**config.mk**
```make
export PLATFORM = sky130hd
export DESIGN_NAME = positional_list_engine
export DESIGN_NICKNAME = d
export VERILOG_FILES = /design/src/rtl/plen_pkg.sv /design/src/rtl/positional_list_engine.sv /design/src/rtl/plen_mem.sv /design/src/rtl/plen_match.sv
export SDC_FILE = /design/constraint.sdc
export NUM_CORES = 1
export LEC_CHECK = 0
export BUFFER_PORTS_ARGS = -buffer_cell sky130_fd_sc_hd__buf_2
export CAP_MARGIN = 20
export CORE_AREA = 2 2 262 264
export CTS_CLUSTER_DIAMETER = 120
export DETAILED_ROUTE_END_ITERATION = 16
export DIE_AREA = 0 0 264 266
export GPL_TIMING_DRIVEN = 0
export PLACE_DENSITY = 0.56
export SLEW_MARGIN = 20
export SYNTH_ARGS = -nofsm -noshare
export SYNTH_HDL_FRONTEND = slang
export SYNTH_SLANG_ARGS = --single-unit
```
**constraint.sdc**
```tcl
create_clock -name clk -period 5.81 [get_ports clk]
set_input_delay 0.2905 -clock clk [delete_from_list [all_inputs] [get_ports clk]]
set_output_delay 0.2905 -clock clk [all_outputs]
set_load 0.02 [all_outputs]
```
**src/rtl/plen_pkg.sv**
```systemverilog
`default_nettype none
package plen_pkg;

    localparam int CAPACITY = 16;
    localparam int DATA_W   = 32;

    // fixed field widths
    localparam int FUNC_W  = 3;
    localparam int POS_W   = 5;
    localparam int VALUE_W = 32;
    localparam int COUNT_W = 5;

    // derived storage widths
    localparam int IDX_W = (CAPACITY > 1) ? $clog2(CAPACITY) : 1;
    localparam int CNT_W = $clog2(CAPACITY + 1);
    localparam int CMP_W = ((POS_W > CNT_W) ? POS_W : CNT_W) + 1;

    // request codes
    localparam logic [FUNC_W-1:0] FN_INSERT_AT    = 3'd0;
    localparam logic [FUNC_W-1:0] FN_APPEND       = 3'd1;
    localparam logic [FUNC_W-1:0] FN_REMOVE_AT    = 3'd2;
    localparam logic [FUNC_W-1:0] FN_REMOVE_FIRST = 3'd3;
    localparam logic [FUNC_W-1:0] FN_REMOVE_LAST  = 3'd4;
    localparam logic [FUNC_W-1:0] FN_FIND         = 3'd5;
    localparam logic [FUNC_W-1:0] FN_COUNT        = 3'd6;
    localparam logic [FUNC_W-1:0] FN_READ_AT      = 3'd7;

    typedef struct packed {
        logic clr;
        logic en;
    } match_ctl_t;

endpackage
`default_nettype wire

```
**src/rtl/positional_list_engine.sv**
```systemverilog
`default_nettype none
// positional list engine: ordered list of up to CAPACITY values, 1-based positions
//
// request channel: in_valid / in_stall carry func, position and value; a transfer
// happens at a clock edge with in_valid high and in_stall low
// result channel: out_valid / out_stall carry ok, found, match_count, read_value
// and items; exactly one result per request, in request order
//
// one request is worked at a time by a small sequencer around an entry memory
// with one write port and a registered read port; the read/write pipeline
// moves one entry per cycle. a request walks the shifted entries for
// insert/remove, the whole list for find/count, one entry for read; some walk
// nothing (append, remove_last, rejected requests, find/count on an empty
// list). the longest request is find/count on a full list; the next request
// can transfer at the first edge after the result appears
//
// reset clears the entry count and the sequencer; entry contents are not
// cleared. a stalled result is held in the output register and the next
// request is held off until that result transfers
module positional_list_engine (
    input  wire logic                         clk,
    input  wire logic                         rst_n,
    input  wire logic                         in_valid,
    output logic                              in_stall,
    input  wire logic [plen_pkg::FUNC_W-1:0]  func,
    input  wire logic [plen_pkg::POS_W-1:0]   position,
    input  wire logic [plen_pkg::VALUE_W-1:0] value,
    output logic                              out_valid,
    input  wire logic                         out_stall,
    output logic                              ok,
    output logic                              found,
    output logic      [plen_pkg::COUNT_W-1:0] match_count,
    output logic      [plen_pkg::VALUE_W-1:0] read_value,
    output logic      [plen_pkg::COUNT_W-1:0] items
);

    localparam logic S_IDLE = 1'b0;
    localparam logic S_RUN  = 1'b1;

    localparam int IW = plen_pkg::IDX_W;
    localparam int CW = plen_pkg::CNT_W;
    localparam int MW = plen_pkg::CMP_W;
    localparam int DW = plen_pkg::DATA_W;

    // sequencer state
    logic                             state_reg, state_next;
    logic [plen_pkg::FUNC_W-1:0]      op_reg, op_next;
    logic                             ok_reg, ok_next;
    logic [CW-1:0]                    rem_reg, rem_next;     // reads left to issue
    logic [IW-1:0]                    cur_reg, cur_next;     // next read address
    logic [IW-1:0]                    tgt_reg, tgt_next;     // insert slot
    logic                             pend_reg, pend_next;   // read data arriving
    logic [IW-1:0]                    paddr_reg, paddr_next;
    logic [DW-1:0]                    val_reg, val_next;
    logic [DW-1:0]                    rdv_reg, rdv_next;
    logic [CW-1:0]                    cnt_reg, cnt_next;

    // output register
    logic                             ovalid_reg, ovalid_next;
    logic                             ook_reg, ook_next;
    logic                             ofound_reg, ofound_next;
    logic [plen_pkg::COUNT_W-1:0]     omc_reg, omc_next;
    logic [plen_pkg::VALUE_W-1:0]     ord_reg, ord_next;
    logic [plen_pkg::COUNT_W-1:0]     oitems_reg, oitems_next;

    // memory and compare unit hookup
    logic                             mem_we;
    logic [IW-1:0]                    mem_waddr;
    logic [DW-1:0]                    mem_wdata;
    logic [DW-1:0]                    mem_rdata;
    plen_pkg::match_ctl_t             mctl;
    logic [CW-1:0]                    mcount;

    logic                             accept;
    logic                             finish;
    logic                             is_ins, is_rem, is_scan;
    logic [MW-1:0]                    n_ext, ep, cap_ext;
    logic                             full, in_rng, ins_rng;

    plen_mem u_mem (
        .clk   (clk),
        .we    (mem_we),
        .waddr (mem_waddr),
        .wdata (mem_wdata),
        .raddr (cur_reg),
        .rdata (mem_rdata)
    );

    plen_match u_match (
        .clk   (clk),
        .rst_n (rst_n),
        .ctl   (mctl),
        .a     (mem_rdata),
        .b     (val_reg),
        .count (mcount)
    );

    assign in_stall = (state_reg != S_IDLE) || (ovalid_reg && out_stall);
    assign accept   = in_valid && !in_stall;

    // request decode: effective 1-based position and range checks
    assign n_ext   = MW'(cnt_reg);
    assign cap_ext = MW'(plen_pkg::CAPACITY);
    assign full    = (n_ext >= cap_ext);

    always_comb
    begin
        unique case (func)
            plen_pkg::FN_APPEND:       ep = n_ext + MW'(1);
            plen_pkg::FN_REMOVE_FIRST: ep = MW'(1);
            plen_pkg::FN_REMOVE_LAST:  ep = n_ext;
            default:                   ep = MW'(position);
        endcase
    end

    assign in_rng  = (ep != '0) && (ep <= n_ext);
    assign ins_rng = (ep != '0) && (ep <= n_ext + MW'(1));

    // op class of the request in flight
    assign is_ins  = (op_reg == plen_pkg::FN_INSERT_AT) || (op_reg == plen_pkg::FN_APPEND);
    assign is_rem  = (op_reg == plen_pkg::FN_REMOVE_AT) || (op_reg == plen_pkg::FN_REMOVE_FIRST)
                  || (op_reg == plen_pkg::FN_REMOVE_LAST);
    assign is_scan = (op_reg == plen_pkg::FN_FIND) || (op_reg == plen_pkg::FN_COUNT);

    assign finish = (state_reg == S_RUN) && (rem_reg == '0) && !pend_reg;

    assign mctl.clr = accept;
    assign mctl.en  = (state_reg == S_RUN) && pend_reg && is_scan;

    always_comb
    begin
        state_next  = state_reg;
        op_next     = op_reg;
        ok_next     = ok_reg;
        rem_next    = rem_reg;
        cur_next    = cur_reg;
        tgt_next    = tgt_reg;
        pend_next   = 1'b0;
        paddr_next  = paddr_reg;
        val_next    = val_reg;
        rdv_next    = rdv_reg;
        cnt_next    = cnt_reg;
        mem_we      = 1'b0;
        mem_waddr   = tgt_reg;
        mem_wdata   = val_reg;

        ovalid_next = ovalid_reg && out_stall;
        ook_next    = ook_reg;
        ofound_next = ofound_reg;
        omc_next    = omc_reg;
        ord_next    = ord_reg;
        oitems_next = oitems_reg;

        unique case (state_reg)
            S_IDLE:
            begin
                if (accept)
                begin
                    state_next = S_RUN;
                    op_next    = func;
                    val_next   = DW'(value);
                    tgt_next   = IW'(ep - MW'(1));
                    rem_next   = '0;
                    cur_next   = '0;
                    ok_next    = 1'b0;
                    unique case (func) inside
                        plen_pkg::FN_INSERT_AT, plen_pkg::FN_APPEND:
                        begin
                            ok_next = !full && ins_rng;
                            if (!full && ins_rng)
                            begin
                                // shift entries ep-1 .. n-1 up by one, top first
                                rem_next = CW'(n_ext + MW'(1) - ep);
                                cur_next = IW'(n_ext - MW'(1));
                            end
                        end
                        plen_pkg::FN_REMOVE_AT, plen_pkg::FN_REMOVE_FIRST,
                        plen_pkg::FN_REMOVE_LAST:
                        begin
                            ok_next = in_rng;
                            if (in_rng)
                            begin
                                // shift entries ep .. n-1 down by one
                                rem_next = CW'(n_ext - ep);
                                cur_next = IW'(ep);
                            end
                        end
                        plen_pkg::FN_FIND, plen_pkg::FN_COUNT:
                        begin
                            ok_next  = 1'b1;
                            rem_next = cnt_reg;
                        end
                        default:
                        begin
                            ok_next = in_rng;
                            if (in_rng)
                            begin
                                rem_next = CW'(1);
                                cur_next = IW'(ep - MW'(1));
                            end
                        end
                    endcase
                end
            end
            default:
            begin
                // issue one read per cycle
                if (rem_reg != '0)
                begin
                    rem_next   = rem_reg - CW'(1);
                    pend_next  = 1'b1;
                    paddr_next = cur_reg;
                    cur_next   = is_ins ? cur_reg - IW'(1) : cur_reg + IW'(1);
                end

                // retire the read issued last cycle
                if (pend_reg)
                begin
                    if (is_ins)
                    begin
                        mem_we    = 1'b1;
                        mem_waddr = paddr_reg + IW'(1);
                        mem_wdata = mem_rdata;
                    end
                    else if (is_rem)
                    begin
                        mem_we    = 1'b1;
                        mem_waddr = paddr_reg - IW'(1);
                        mem_wdata = mem_rdata;
                    end
                    else if (op_reg == plen_pkg::FN_READ_AT)
                    begin
                        rdv_next = mem_rdata;
                    end
                end

                if (finish)
                begin
                    state_next = S_IDLE;
                    if (ok_reg && is_ins)
                    begin
                        mem_we    = 1'b1;
                        mem_waddr = tgt_reg;
                        mem_wdata = val_reg;
                        cnt_next  = cnt_reg + CW'(1);
                    end
                    else if (ok_reg && is_rem)
                    begin
                        cnt_next = cnt_reg - CW'(1);
                    end
                    ovalid_next = 1'b1;
                    ook_next    = ok_reg;
                    ofound_next = (op_reg == plen_pkg::FN_FIND) && (mcount != '0);
                    omc_next    = (op_reg == plen_pkg::FN_COUNT)
                                  ? plen_pkg::COUNT_W'(mcount) : '0;
                    ord_next    = ((op_reg == plen_pkg::FN_READ_AT) && ok_reg)
                                  ? plen_pkg::VALUE_W'(rdv_reg) : '0;
                    oitems_next = plen_pkg::COUNT_W'(cnt_next);
                end
            end
        endcase
    end

    // control state
    always_ff @(posedge clk or negedge rst_n)
    begin
        if (!rst_n)
        begin
            state_reg  <= S_IDLE;
            rem_reg    <= '0;
            pend_reg   <= 1'b0;
            cnt_reg    <= '0;
            ovalid_reg <= 1'b0;
        end
        else
        begin
            state_reg  <= state_next;
            rem_reg    <= rem_next;
            pend_reg   <= pend_next;
            cnt_reg    <= cnt_next;
            ovalid_reg <= ovalid_next;
        end
    end

    // payload and work registers
    always_ff @(posedge clk)
    begin
        op_reg     <= op_next;
        ok_reg     <= ok_next;
        cur_reg    <= cur_next;
        tgt_reg    <= tgt_next;
        paddr_reg  <= paddr_next;
        val_reg    <= val_next;
        rdv_reg    <= rdv_next;
        ook_reg    <= ook_next;
        ofound_reg <= ofound_next;
        omc_reg    <= omc_next;
        ord_reg    <= ord_next;
        oitems_reg <= oitems_next;
    end

    assign out_valid   = ovalid_reg;
    assign ok          = ook_reg;
    assign found       = ofound_reg;
    assign match_count = omc_reg;
    assign read_value  = ord_reg;
    assign items       = oitems_reg;

endmodule
`default_nettype wire

```
**src/rtl/plen_mem.sv**
```systemverilog
`default_nettype none
module plen_mem (
    input  wire logic                        clk,
    input  wire logic                        we,
    input  wire logic [plen_pkg::IDX_W-1:0]  waddr,
    input  wire logic [plen_pkg::DATA_W-1:0] wdata,
    input  wire logic [plen_pkg::IDX_W-1:0]  raddr,
    output logic      [plen_pkg::DATA_W-1:0] rdata
);

    logic [plen_pkg::DATA_W-1:0] mem [plen_pkg::CAPACITY];

    always_ff @(posedge clk)
    begin
        if (we)
        begin
            mem[waddr] <= wdata;
        end
    end

    // registered read port
    always_ff @(posedge clk)
    begin
        rdata <= mem[raddr];
    end

endmodule
`default_nettype wire

```
**src/rtl/plen_match.sv**
```systemverilog
`default_nettype none
module plen_match (
    input  wire logic                        clk,
    input  wire logic                        rst_n,
    input  wire plen_pkg::match_ctl_t        ctl,
    input  wire logic [plen_pkg::DATA_W-1:0] a,
    input  wire logic [plen_pkg::DATA_W-1:0] b,
    output logic      [plen_pkg::CNT_W-1:0]  count
);

    logic [plen_pkg::CNT_W-1:0] count_reg;
    logic [plen_pkg::CNT_W-1:0] count_next;

    // shared equality compare, one entry per cycle
    always_comb
    begin
        count_next = count_reg;
        if (ctl.clr)
        begin
            count_next = '0;
        end
        else if (ctl.en && (a == b))
        begin
            count_next = count_reg + plen_pkg::CNT_W'(1);
        end
    end

    always_ff @(posedge clk or negedge rst_n)
    begin
        if (!rst_n)
        begin
            count_reg <= '0;
        end
        else
        begin
            count_reg <= count_next;
        end
    end

    assign count = count_reg;

endmodule
`default_nettype wire
```
==> flow_metrics.py <==
metrics = {
    "layout": {
        "final_util_pct": 48.6,
        "drive_gt1_share_pct": 26.4,
        "diodes": 0,
        "design_area_um2": 32900,
        "syn_to_final_growth_pct": 20.3,
        "top_register": "u_mem.mem",
        "largest_reg_flops": 512,
        "fin_nets": 1753,
        "fin_cells": 2618,
    },
    "setup_path": {
        "timing.rr.start": "cnt_reg[0]",
        "start_kind": "flip-flop",
        "crit_top_cell": "ha_1",
        "crit_arrival_ps": 4890,
        "cp_max_fo": 10,
        "r2r_end": "rem_reg[3]",
        "critPathRequiredTime_ps": 6280,
        "critPathSlowestCell": "mux2i_1",
        "reg2reg_slack_ps": 1380,
        "endpoint_kind": "flip-flop",
        "crit_type": "flip-flop to flip-flop",
        "rr_worst_depth": 12,
        "cpPeakStageDelay_ps": 580,
        "crit_path_cell_trace": "buf_2 > inv_1 > ha_1 > a22oi_1 > mux2i_1 > ha_1 > nand2b_1 > a21oi_1 > o32a_1 > nor4_1 > nand2_1 > o311ai_0",
    },
    "timing": {
        "drv_slew": 0,
        "worst_slew_pin_slew_ps": 1300,
        "hold_violations": 0,
        "skew_ps": 24.2,
        "grt_setup_unrepaired": "no",
        "setup_viol": 0,
        "post-route-min-period_ps": 4430,
        "finalCritPeriodShare_pct": 76.2,
        "slew_headroom_pct": 12.4,
        "worst_hold_slack_ps": 65.7,
        "setup_ws_ps": 1380,
        "max_freq_mhz": 226,
    },
    "floorplan": {
        "start_util_pct": 40.4,
        "rows": 96,
        "die_h_um": 266,
        "die_area_um2": 70200,
        "die_w_um": 264,
        "core_um2": 67700,
        "ioPinCount": 90,
    },
    "synthesis": {
        "syn_area_um2": 27400,
        "synth_flop_cell": "edfxtp_1",
        "synth_top_area_share_pct": 69.8,
        "synth-edff-count": 636,
        "synthCells": 1436,
        "synth_nets": 1514,
        "async_reset_ff_share_pct": 2.62,
        "yosysSeqAreaShare_pct": 73.7,
        "yosys.area.top_type": "edfxtp_1",
        "yosysMostFrequentCell": "edfxtp_1",
        "synth_area_leaders": "edfxtp_1, mux4_2, dfxtp_1",
        "synth_seq_cells": 686,
        "yosysUniqueCellTypes": 68,
        "synthTopCellsByCount": "edfxtp_1, mux4_2, nand2_1, nor2_1",
        "synth.avg_cell_area_um2": 19.1,
        "yosysWarningCount": 0,
    },
    "place": {
        "place_area_um2": 30000,
        "hpwl_um": 46500,
        "place_ws_ps": 1460,
        "routabilityCongestion": 0.862,
        "io_buffers": 89,
        "dp.cells": 2443,
    },
    "grt": {
        "grt_usage_pct": 20.0,
        "grt_antenna_before_repair": 3,
        "grt_pass1_wl_um": 100000,
        "grt_pass1_vias": 14500,
        "grt-ovfl-total": 0,
        "grt_max_degree": 36,
    },
    "drt": {
        "drt-wirelength-per-cell_um": 26.3,
        "wl_um": 69000,
        "wl_met2_um": 33400,
        "dr.max_layer_used": "met4",
        "viasPerCell": 5.44,
        "dr.pass1.iters": 5,
        "ant_nets": 0,
        "drt_iter0_markers": 1438,
        "drcViolationCount": 0,
        "m1WireLength_um": 30100,
        "met3_length_um": 3950,
        "num_vias": 14200,
    },
    "power_and_ir_drop": {
        "irDropWorstVdd_mv": 0.242,
        "pwr_density_cell_nw_per_um2": 521,
        "p_leak_nw": 11.2,
    },
    "clock_network": {
        "clk_latency_ps": 620,
        "cts_tree": "built",
        "numCtsBuffers": 75,
        "cts_sinks": 686,
        "cts-root-buf": "clkbuf_16",
        "clk_pin_slew_ps": 60,
        "cts_htree_levels": 3,
        "clk_path_buf_depth": 3,
    },
    "outcome": {
        "status": "finished clean",
    },
    "min_path": {
        "hold_class": "primary input to flip-flop",
        "min_from": "in_valid",
        "min_delay_worst_endpoint": "state_reg",
        "hold_path_depth": 3,
    },
    "job": {
        "max_cap_viol_count": 0,
    },
}
[per-stage QoR]
stage / TNS (ps) / total power [mW]
after floorplan: 0 / 10.4
after global placement: -48940 / 12.0
after detailed placement: 0 / 12.4
after CTS: 0 / 17.3
after global routing: 0 / 17.9
final: 0 / 17.2
[timing repair]
item                      CTS  global route
gates resized for setup     0             0
hold buffers               37             0
hold endpoints to repair   54             0
setup buffers               0             0
[critical path: cells and delay by family (launching register included)]
family / cells / cell delay, ps
DFF: 1 / 420
adders and majority gates: 2 / 870
and+or+nand+nor: 3 / 930
muxes: 1 / 580
AOI/OAI and AO/OA: 4 / 1020
buffers and inverters: 2 / 480
[worst max path at each step]
| stage | from | end | slack, ps | cells past startpoint |
|---|---|---|---|---|
| final | cnt_reg[0] | rem_reg[3] | 1380 | 12 |
| after global routing | cnt_reg[0] | rem_reg[2] | 1120 | 12 |
| after CTS | cnt_reg[0] | rem_reg[2] | 1420 | 12 |
| after detailed placement | cnt_reg[0] | rem_reg[4] | 1460 | 12 |
| after global placement | rem_reg[0] | u_mem.mem[6][15] | -210 | 9 |
| after floorplan | rem_reg[0] | u_mem.mem[2][0] | 1980 | 9 |
[routing by layer]
| layer | up-vias | global-route usage [%] |
|---|---|---|
| met3 | 99 | 3.02 |
| met2 | 473 | 32.6 |
| met5 | - | 0 |
| met4 | 0 | 5.94 |
| li1 | 6196 | - |
| met1 | 7461 | 28.0 |
[logic make-up after synthesis]
logic type | after synthesis | synth area share, %
muxes | 172 | 13.6
AOI/OAI and AO/OA | 84 | 2.16
adders and majority gates | 34 | 1.64
DFF | 686 | 73.7
xor gates and xnor gates | 62 | 1.98
buffers and inverters | 97 | 1.54
and+or+nand+nor | 301 | 5.33
[report_power, final]
group	switching (mW)	internal (mW)
registers	0.338	6.77
clock network	1.93	2.98
logic	2.98	2.15
[cell usage in the layout (no fill, tap or decap), types with 18 or more instances in the layout]
master	instances
dfrtp_1	18
inv_1	30
nor2_1	27
xor2_1	40
dlygate4sd3_1	37
mux4_2	160
o21ai_0	18
buf_16	29
buf_2	110
edfxtp_1	636
xnor2_1	22
clkbuf_1	58
nand2_1	129
ha_1	31
dfxtp_1	32
and2_1	40
clkbuf_16	76
[cell type report]
type                    instances  area (um2)
clock inverters                29         449
well taps                     882        1100
plain buffers                  65         310
clock buffers                 109        2110
fillers                      5560       34800
inverters                      32         125
flip-flops and latches        686       20200
repair buffers                162        1750
multi-input cells             653        6900
Note: power is estimated with default switching activity, not from simulation.
